<file path="src/lhp_pkg.sv">
// ----------------------------------------------------------------------------
// lhp_pkg: shared types and constants for the latency histogram
// Holds action codes, register indexes and the controller/datapath command
// and status structs.
// ----------------------------------------------------------------------------
package lhp_pkg;

    localparam int unsigned DATA_W = 32;
    localparam int unsigned CFG_W  = 16;
    localparam int unsigned IDX_W  = 2;

    localparam logic [1:0] ACT_ADD    = 2'd0;
    localparam logic [1:0] ACT_REPORT = 2'd1;
    localparam logic [1:0] ACT_CLEAR  = 2'd2;

    localparam logic [IDX_W-1:0] REG_LOW_NUM  = 2'd0;
    localparam logic [IDX_W-1:0] REG_LOW_DEN  = 2'd1;
    localparam logic [IDX_W-1:0] REG_HIGH_NUM = 2'd2;
    localparam logic [IDX_W-1:0] REG_HIGH_DEN = 2'd3;

    typedef struct packed {
        logic add_first;   // read bucket, update min/max/sum/count
        logic add_write;   // write incremented bucket
        logic clr_start;   // reset scalars and start clear sweep
        logic rep_start;   // latch targets, start divider
        logic div_step;    // one divider step (both targets and the mean)
        logic walk_start;  // reset walk pointer
        logic walk_step;   // accumulate one bucket
        logic out_load;    // load result register
    } lhp_cmd_t;

    typedef struct packed {
        logic clr_done;
        logic div_done;
        logic walk_done;
    } lhp_sts_t;

endpackage

</file>
<file path="src/lhp_ctrl.sv">
// ----------------------------------------------------------------------------
// lhp_ctrl: sequencer for add, clear and report transactions
// Issues datapath commands and owns the input and output handshakes.
// ----------------------------------------------------------------------------
module lhp_ctrl
(
    input  logic              clk,
    input  logic              rst_n,
    input  logic              in_valid,
    output logic              in_stall,
    input  logic [1:0]        action,
    output logic              out_valid,
    input  logic              out_stall,
    output lhp_pkg::lhp_cmd_t cmd,
    input  lhp_pkg::lhp_sts_t sts
);
    import lhp_pkg::*;

    typedef enum logic [2:0] {
        S_IDLE, S_ADD, S_CLEAR, S_DIV, S_WALK, S_LOAD, S_OUT
    } state_t;

    state_t state_reg, state_next;
    logic   out_valid_reg, out_valid_next;
    logic   accept;

    assign in_stall = (state_reg != S_IDLE) || !sts.clr_done;
    assign accept   = in_valid && !in_stall;

    always_comb
    begin
        state_next     = state_reg;
        out_valid_next = out_valid_reg;
        cmd            = '0;
        if (out_valid_reg && !out_stall)
            out_valid_next = 1'b0;
        case (state_reg)
            S_IDLE:
            begin
                if (accept)
                begin
                    case (action)
                        ACT_ADD:
                        begin
                            cmd.add_first = 1'b1;
                            state_next    = S_ADD;
                        end
                        ACT_CLEAR:
                        begin
                            cmd.clr_start = 1'b1;
                            state_next    = S_CLEAR;
                        end
                        ACT_REPORT:
                        begin
                            cmd.rep_start = 1'b1;
                            state_next    = S_DIV;
                        end
                        default:
                            state_next = S_IDLE;
                    endcase
                end
            end
            S_ADD:
            begin
                cmd.add_write = 1'b1;
                state_next    = S_IDLE;
            end
            S_CLEAR:
            begin
                if (sts.clr_done)
                    state_next = S_IDLE;
            end
            S_DIV:
            begin
                cmd.div_step = 1'b1;
                if (sts.div_done)
                begin
                    cmd.walk_start = 1'b1;
                    state_next     = S_WALK;
                end
            end
            S_WALK:
            begin
                cmd.walk_step = 1'b1;
                if (sts.walk_done)
                    state_next = S_LOAD;
            end
            S_LOAD:
            begin
                if (!out_valid_reg || !out_stall)
                begin
                    cmd.out_load   = 1'b1;
                    out_valid_next = 1'b1;
                    state_next     = S_IDLE;
                end
            end
            default:
                state_next = S_IDLE;
        endcase
    end

    always_ff @(posedge clk or negedge rst_n)
    begin
        if (!rst_n)
        begin
            state_reg     <= S_IDLE;
            out_valid_reg <= 1'b0;
        end
        else
        begin
            state_reg     <= state_next;
            out_valid_reg <= out_valid_next;
        end
    end

    assign out_valid = out_valid_reg;
endmodule

</file>
<file path="config.mk">
export PLATFORM = sky130hd
export DESIGN_NAME = lhp_ctrl
export DESIGN_NICKNAME = d
export VERILOG_FILES = /design/src/lhp_pkg.sv /design/src/lhp_ctrl.sv
export SDC_FILE = /design/constraint.sdc
export NUM_CORES = 1
export LEC_CHECK = 0
export BUFFER_PORTS_ARGS = -buffer_cell sky130_fd_sc_hd__buf_4
export CAP_MARGIN = 10
export CORE_AREA = 2 2 39 41
export DETAILED_ROUTE_END_ITERATION = 16
export DIE_AREA = 0 0 41 43
export SETUP_SLACK_MARGIN = 0.02
export SYNTH_ARGS = -nofsm -noshare
export SYNTH_HDL_FRONTEND = slang
export SYNTH_SLANG_ARGS = --single-unit
</file>
<file path="constraint.sdc">
create_clock -name clk -period 1.8 [get_ports clk]
set_input_delay 0.27 -clock clk [delete_from_list [all_inputs] [get_ports clk]]
set_output_delay 0.27 -clock clk [all_outputs]
set_load 0.1 [all_outputs]
</file>
# Word level (Yosys, flattened, before mapping)
# Index checks and enable logic that the tools add are counted.
[op_classes]
eq_ne = 12
n_mux = 23
n_reduce_logical = 12
[ops]
columns = ["cell", "n"]
rows = [
  ["2-to-1 mux 3 bit", 5],
  ["one-hot mux 3 bit (5 select lines)", 1],
  ["2-to-1 mux 1 bit", 13],
  ["inequality test 2 bit (second input constant)", 5],
  ["equality test 3 x 2 -> 1 bit (second input constant)", 2],
  ["equality test 3 bit (second input constant)", 2],
  ["2-to-1 mux 2 bit", 3],
  ["one-hot mux 2 bit (3 select lines)", 1],
  ["AND reduction 5 bit", 1],
  ["logical NOT 1 bit", 4],
  ["equality test 3 x 1 -> 1 bit (second input constant)", 1],
  ["logical NOT 3 bit", 1],
  ["nonzero test 3 bit", 1],
  ["equality test 2 x 1 -> 1 bit (second input constant)", 1],
  ["equality test 2 bit (second input constant)", 1],
  ["logical AND 1 bit", 2],
  ["logical NOT 2 bit", 1],
  ["logical OR 1 bit", 2],
]
[word_totals]
register_bits = 4
word_cells = 49

# Depth between registers and ports, before layout
# Gate-level depths: netlist of run 1.
[logic_depth]
depth_word = 6
depth_mapped = 5
ltp_nobuf = 5

# Worst setup path before layout of run 1
# Ideal clock, no wire load.
[synth_path]
kind = "register to output"
start = "register out_valid_reg, in the netlist out_valid"
end = "output cmd[0] in the netlist's numbering"
arrival_time_ps = 2391
n_path_buf = 0
required_ps = 1530
slack_ps = -861
stages_incl_launch_ff = 2
path_cell_list = "dfrtp_1 a21oi_1"
[synth_rtl]
columns = ["item", "line_no", "rtl"]
rows = [
  ["from (decl)", "lhp_ctrl.sv:24", "logic out_valid_reg, out_valid_next;"],
  ["from (signal assigned)", "lhp_ctrl.sv:112", "out_valid_reg <= out_valid_next;"],
  ["to (decl)", "lhp_ctrl.sv:14", "output lhp_pkg::lhp_cmd_t cmd,"],
]

==> results of run 1 <==
==> metal layers <==
| metal | GRT usage [%] | wire length, um | part of all wire [%] | vias to the layer above |
|---|---|---|---|---|
| met2 | 15.9 | 411 | 51 | 17 |
| li1 | - | - | - | 186 |
| met4 | 8.00 | 0 | 0 | 0 |
| met1 | 10.4 | 316 | 40 | 179 |
| met3 | 1.57 | 71 | 8.9 | 0 |
| met5 | 0 | 0 | 0 | - |
==> stage by stage <==
step	hold slack [ps]	instances	setup slack (ps)	TNS, ps
3_5_place_dp	69.9	76	160	0
3_3_place_gp	70.4	76	198	0
2_1_floorplan	-25.6	42	-247	-247
4_1_cts	274	81	61.6	0
5_1_grt	296	81	49.1	0
6_report	299	81	128	0
==> path summary, 6_finish.rpt <==
| check | end | slack (ps) | cells past startpoint |
|---|---|---|---|
| min in group asynchronous | state_reg[1]$_DFFE_PN0P_ | 370 | 2 |
| min | out_valid$_DFF_PN0_ | 300 | 3 |
| max | cmd[4] | 130 | 5 |
| max reg2reg | state_reg[2]$_DFFE_PN0P_ | 780 | 3 |
| min reg2reg | out_valid$_DFF_PN0_ | 600 | 2 |
| max in group asynchronous | state_reg[0]$_DFFE_PN0P_ | 1330 | 2 |
==> cell usage in the layout, fill, tap and decap left out <==
cell	n
nand4b_1	1
a21oi_2	1
and2b_2	1
a32oi_1	1
nand2b_1	1
nor2_4	3
dlygate4sd3_1	1
a21o_1	1
and3_1	1
nor2_2	1
a21oi_1	2
nand3_1	1
nand2_1	4
o21ba_2	1
dfrtp_1	4
buf_4	17
clkbuf_4	3
nand4_1	2
buf_6	3
and2_1	2
inv_1	6
nor2b_2	2
ha_1	4
nand3b_1	1
a22oi_1	1
==> cells by family (layout without fill, tap and decap cells) <==
| family | count (synthesis) | after routing | synth area share (%) |
|---|---|---|---|
| buffers and inverters | 7 | 30 | 8.06 |
| flip-flops | 4 | 4 | 29.3 |
| AND/OR/NAND/NOR | 20 | 20 | 33.7 |
| AO/OA/AOI/OAI | 7 | 7 | 14.3 |
| adder cells (fa/ha/maj) | 4 | 4 | 14.7 |
==> repair_timing <==
item,4_1_cts,5_1_grt
endpoints found under the setup margin,3,3
pin swaps,1,0
hold endpoints to repair,4,0
setup buffers,1,0
gates resized for setup,0,3
hold buffers,1,0
==> final cells by class <==
class,instances,share of cell area (%)
multi-input combinational,31,41.9
timing repair buffer,21,29.6
sequential,4,17.3
clock buffer,3,3.89
inverter,6,3.89
tap,16,3.46
==> critical path: cells and delay by family (launching register included) <==
family	cells	cell delay (ps)
buffers and inverters	2	390
DFF	1	400
and+or+nand+nor	3	380
==> where the power goes <==
| part | leakage [nW] | internal, W | switching [W] | total (W) |
|---|---|---|---|---|
| sequential | 0.0531 | 0.000124 | 0.0000240 | 0.000148 |
| combinational | 0.235 | 0.000177 | 0.000482 | 0.000659 |
| clock | 0.0138 | 0.0000745 | 0.0000353 | 0.000110 |
| total | 0.302 | 0.000375 | 0.000542 | 0.000917 |
==> flow_metrics.py, run 1 <==
metrics = {
    "global_routing": {
        "antenna_found_initial": 0,
        "grt_max_degree": 12,
        "grt_pass1_vias": 344,
        "overflow": 0,
        "grt_pass1_wl_um": 1170,
        "grtUsageTotal_pct": 9.87,
    },
    "clock_tree": {
        "ctsRootBufferMaster": "clkbuf_4",
        "htree_levels": 1,
        "path_clk_slew_ps": 40,
        "cts_inserted_buffers": 3,
        "cts.sinks": 4,
        "clkLatencyLatePin_ps": 230,
        "cts_tree": "built",
        "ctsLongestPathBuffers": 2,
    },
    "routing": {
        "via_count": 382,
        "ant_nets": 0,
        "drc": 0,
        "dr.pass1.iters": 4,
        "wirelength_um": 799,
        "via_per_inst": 4.72,
        "wl_per_cell_um": 9.86,
        "first_iter_violations": 9,
    },
    "timing": {
        "setup_violations": 0,
        "rsz0062_at_grt": "false",
        "period_needed_ps": 1670,
        "fin_skew_ps": 0.338,
        "slew_viol_final": 0,
        "hold_viol_final": 0,
        "relSlewSlack_pct": 81.6,
        "clock.fmax_mhz": 598,
        "min_period_over_period_pct": 92.9,
        "tightest_slew_ps": 279,
    },
    "critical_path": {
        "worstSetupPathType": "flop to primary output",
        "crit_chain": "nor2_2 -> nand4b_1 -> buf_4 -> nor2_4 -> buf_6",
        "crit_start": "state_reg[2]$_DFFE_PN0P_",
        "cp_data_required_time_ps": 1530,
        "r2r_start": "state_reg[1]$_DFFE_PN0P_",
        "crit_path_top_delay_cell": "dfrtp_1",
        "slowest_delay_ps": 400,
        "arrival_ps": 1400,
        "endpoint_kind": "primary output",
        "start_kind": "flop",
        "critPathMaxFanout": 5,
    },
    "logic_synthesis": {
        "ys_types": 22,
        "synth_edf_count": 0,
        "yosys-top-cells-area": "dfrtp_1 29%, ha_1 15%, inv_1 6.6%, a21oi_1 4.4%, nand2_1 4.4%",
        "ys_async_sr_fraction_pct": 100,
        "syn_area_sq_um": 342,
        "ys_ff_latch": 4,
        "syn_nets": 55,
        "synth_flop_cell": "dfrtp_1",
        "syn_area_per_cell_sq_um": 8.13,
        "synth_top_area_share_pct": 29.3,
        "synth_common_cells": "6 x inv_1, 4 x dfrtp_1, 4 x ha_1, 4 x nand2_1",
        "yosysTopAreaCell": "dfrtp_1",
        "yosys_warnings": 0,
        "syn_inst": 42,
        "synth.most_common_cell": "inv_1",
        "synth-seq-area-share_pct": 29.3,
    },
    "pwr": {
        "total_power_w": 0.000917,
        "leakage_nw": 0.302,
        "peakVddDrop_mv": 0.659,
        "powerDensity_nw_per_um2": 1580,
    },
    "floorplanning": {
        "dieHeight_um": 43,
        "die_area_sq_um": 1760,
        "rows": 14,
        "die_x_um": 41,
        "start_util_pct": 24.7,
        "num_io_pins": 19,
        "coreArea_sq_um": 1380,
    },
    "place": {
        "io_buffers": 18,
        "gp_congestion": 0.676,
        "hpwl_um": 653,
        "placed_area_sq_um": 528,
    },
    "final_layout": {
        "largest_reg_flops": 3,
        "n_antenna_cell": 0,
        "postLayoutCellArea_sq_um": 579,
        "syn2layout_area_growth_pct": 69.6,
        "fill_cells": 151,
        "regArea_sq_um": 100,
        "fin_util_pct": 41.9,
        "final_nets": 80,
        "drive_gt1_share_pct": 49.2,
        "multiInputGateArea_sq_um": 243,
    },
    "hold_path": {
        "hp-class": "primary input to flop",
        "min_from": "out_stall",
    },
    "job": {
        "drv_cap": 0,
    },
    "run_status": {
        "status": "complete, no violations",
    },
}
No activity file was read; power rests on OpenSTA's default activity.
==> inputs of run 2 (changes only) <==
--- a/config.mk
+++ b/config.mk
@@ -5,11 +5,12 @@
 export SDC_FILE = /design/constraint.sdc
 export NUM_CORES = 1
 export LEC_CHECK = 0
+export ABC_AREA = 1
 export BUFFER_PORTS_ARGS = -buffer_cell sky130_fd_sc_hd__buf_4
 export CAP_MARGIN = 10
-export CORE_AREA = 2 2 39 41
+export CORE_UTILIZATION = 30
 export DETAILED_ROUTE_END_ITERATION = 16
-export DIE_AREA = 0 0 41 43
+export PLACE_DENSITY = 0.57
 export SETUP_SLACK_MARGIN = 0.02
 export SYNTH_ARGS = -nofsm -noshare
 export SYNTH_HDL_FRONTEND = slang
==> run 2 against run 1 <==
Routed wire length grew 34%. Register-to-register slack got worse by 220 ps. Sequential share of layout area is 3.9 points lower. Core utilization grew 16 points. Cell count up 41%. Non-clock buffer count increased by 3. Synthesized area is 34% higher. Fmax fell by 3.3%. Power grew 8.5%. Clock skew grew 2.0 ps. Critical endpoint unchanged.
==> flow_metrics.py, run 2 <==
metrics = {
    "global_routing": {
        "antenna_found_initial": 0,
        "grt_pass1_vias": 362,
        "overflow": 0,
        "grt_pass1_wl_um": 1490,
        "grt_max_degree": 11,
        "grtUsageTotal_pct": 13.4,
    },
    "place": {
        "hpwl_um": 763,
        "gp_congestion": 0.756,
        "placedCellCount": 105,
        "io_buffers": 18,
        "placed_area_sq_um": 642,
    },
    "timing": {
        "fin_skew_ps": 2.29,
        "slew_viol_final": 0,
        "clock.fmax_mhz": 579,
        "timing.setup.tns_ps": 0,
        "relSlewSlack_pct": 81.5,
        "tightest_slew_ps": 280,
        "min_period_over_period_pct": 96.0,
        "hold_viol_final": 0,
        "setup_violations": 0,
        "whs_ps": 275,
        "period_needed_ps": 1730,
    },
    "clock_tree": {
        "htree_levels": 1,
        "cts_tree": "built",
        "cts.sinks": 4,
        "ctsLongestPathBuffers": 2,
        "ctsRootBufferMaster": "clkbuf_4",
        "path_clk_slew_ps": 40,
        "cts_inserted_buffers": 3,
        "clkLatencyLatePin_ps": 240,
    },
    "critical_path": {
        "crit_chain": "inv_1 -> nand2_2 -> nor2_4 -> nand3_4 -> nor2_4 -> buf_12",
        "worstSetupPathType": "flop to primary output",
        "slowest_delay_ps": 440,
        "arrival_ps": 1460,
        "start_kind": "flop",
        "endpoint_kind": "primary output",
        "crit_path_top_delay_cell": "dfrtp_2",
        "crit_family": "simple AND/OR/NAND/NOR gates",
        "crit_buf_inv": 2,
        "critPathMaxFanout": 7,
        "crit_top_cell": "nor2_4",
        "cp_data_required_time_ps": 1530,
    },
    "logic_synthesis": {
        "synth_edf_count": 0,
        "syn_area_per_cell_sq_um": 6.38,
        "synth.most_common_cell": "nand2_1",
        "syn_area_sq_um": 459,
        "synth-seq-area-share_pct": 21.8,
        "yosys_warnings": 0,
        "ys_types": 18,
        "syn_inst": 72,
        "syn_nets": 85,
        "ys_ff_latch": 4,
        "yosysTopAreaCell": "dfrtp_1",
        "synth_common_cells": "16 x nand2_1, 13 x inv_1, 10 x nor2_1, 6 x nand3_1",
        "synth_top_area_share_pct": 21.8,
        "ys_async_sr_fraction_pct": 100,
        "yosys-top-cells-area": "dfrtp_1 22%, nand2_1 13%, ha_1 11%, inv_1 11%, nor2_1 8.2%",
        "synth_flop_cell": "dfrtp_1",
    },
    "final_layout": {
        "n_antenna_cell": 0,
        "fin_util_pct": 57.4,
        "fill_cells": 142,
        "largest_reg_flops": 3,
        "stdcell_count": 114,
        "regArea_sq_um": 105,
        "final_common_cell": "buf_4",
        "syn2layout_area_growth_pct": 70.8,
        "final_cell_mix": "20 x buf_4, 15 x nand2_1, 12 x inv_1, 7 x nor2_4",
        "final_nets": 113,
        "postLayoutCellArea_sq_um": 785,
        "drive_gt1_share_pct": 51.5,
        "multiInputGateArea_sq_um": 354,
    },
    "floorplanning": {
        "coreArea_sq_um": 1370,
        "die_area_sq_um": 1690,
        "start_util_pct": 33.6,
        "rows": 13,
        "dieHeight_um": 41.1,
        "num_io_pins": 19,
        "die_x_um": 41.1,
    },
    "routing": {
        "via_per_inst": 4.30,
        "via_count": 490,
        "wirelength_um": 1070,
        "wl_per_cell_um": 9.36,
        "drc": 0,
        "first_iter_violations": 4,
        "ant_nets": 0,
        "dr.pass1.iters": 4,
    },
    "job": {
        "drv_cap": 0,
    },
    "pwr": {
        "leakage_nw": 0.418,
        "powerDensity_nw_per_um2": 1270,
        "peakVddDrop_mv": 0.485,
    },
    "hold_path": {
        "hp-class": "primary input to flop",
    },
    "run_status": {
        "status": "complete, no violations",
    },
}
-- run 2: where the power goes --
group | total, W | switching, W | internal [W]
clock | 0.000129 | 0.0000456 | 0.0000838
combinational | 0.000699 | 0.000469 | 0.000230
sequential | 0.000167 | 0.0000462 | 0.000120
-- run 2: worst paths after layout --
kind / start / endpoint / slack, ps / depth (start not counted)
worst max register to register: state_reg[1]$_DFFE_PN0P_ / state_reg[1]$_DFFE_PN0P_ / 560 / 7
max in group asynchronous: rst_n / state_reg[1]$_DFFE_PN0P_ / 1320 / 2
min in group asynchronous: rst_n / state_reg[2]$_DFFE_PN0P_ / 370 / 2
worst min-delay path: out_stall / out_valid$_DFF_PN0_ / 270 / 3
worst max-delay path: state_reg[1]$_DFFE_PN0P_ / cmd[4] / 70 / 6
worst min register to register: out_valid$_DFF_PN0_ / out_valid$_DFF_PN0_ / 530 / 2
-- run 2: through the flow --
| stage | total power (W) | setup WS (ps) |
|---|---|---|
| finish | 0.000995 | 71.4 |
| CTS | 0.000911 | 31.6 |
| floorplan | 0.000637 | -206 |
| detailed placement | 0.000764 | 211 |
| global placement | 0.000767 | 203 |
| global route | 0.00107 | -19.9 |
-- run 2: cell families after synthesis --
| family | share of synthesized area [%] |
|---|---|
| AND/OR/NAND/NOR | 45.2 |
| buffers and inverters | 14.7 |
| AO/OA/AOI/OAI | 7.36 |
| adder cells (fa/ha/maj) | 10.9 |
| flip-flops | 21.8 |
-- run 2: layer usage --
layer	up-vias	part of all wire [%]	global-route usage [%]
met2	12	48	18.0
met5	-	0	0
met4	0	0	0
met1	209	47	20.2
met3	0	4.7	6.52
li1	269	-	-
-- run 2: area by class of cell --
cell class              count  area share, %
well taps                  15           2.39
flip-flops and latches      4           13.4
multi-input cells          51           45.1
repair buffers             24           28.1
clock buffers               4           3.35
inverters                  16           7.66
-- run 2: worst min-delay path, stage by stage --
cell and delay [ps]:
buf_4 70, nand2_1 60, nand2_1 70
-- run 2: repair_timing --
item / 4_1_cts / 5_1_grt
gates resized for setup: 12 / 7
pin swaps: 0 / 3
setup buffers: 0 / 4
endpoints found under the setup margin: 4 / 3
endpoints found under the hold margin: 4 / 0
hold buffers: 1 / 0
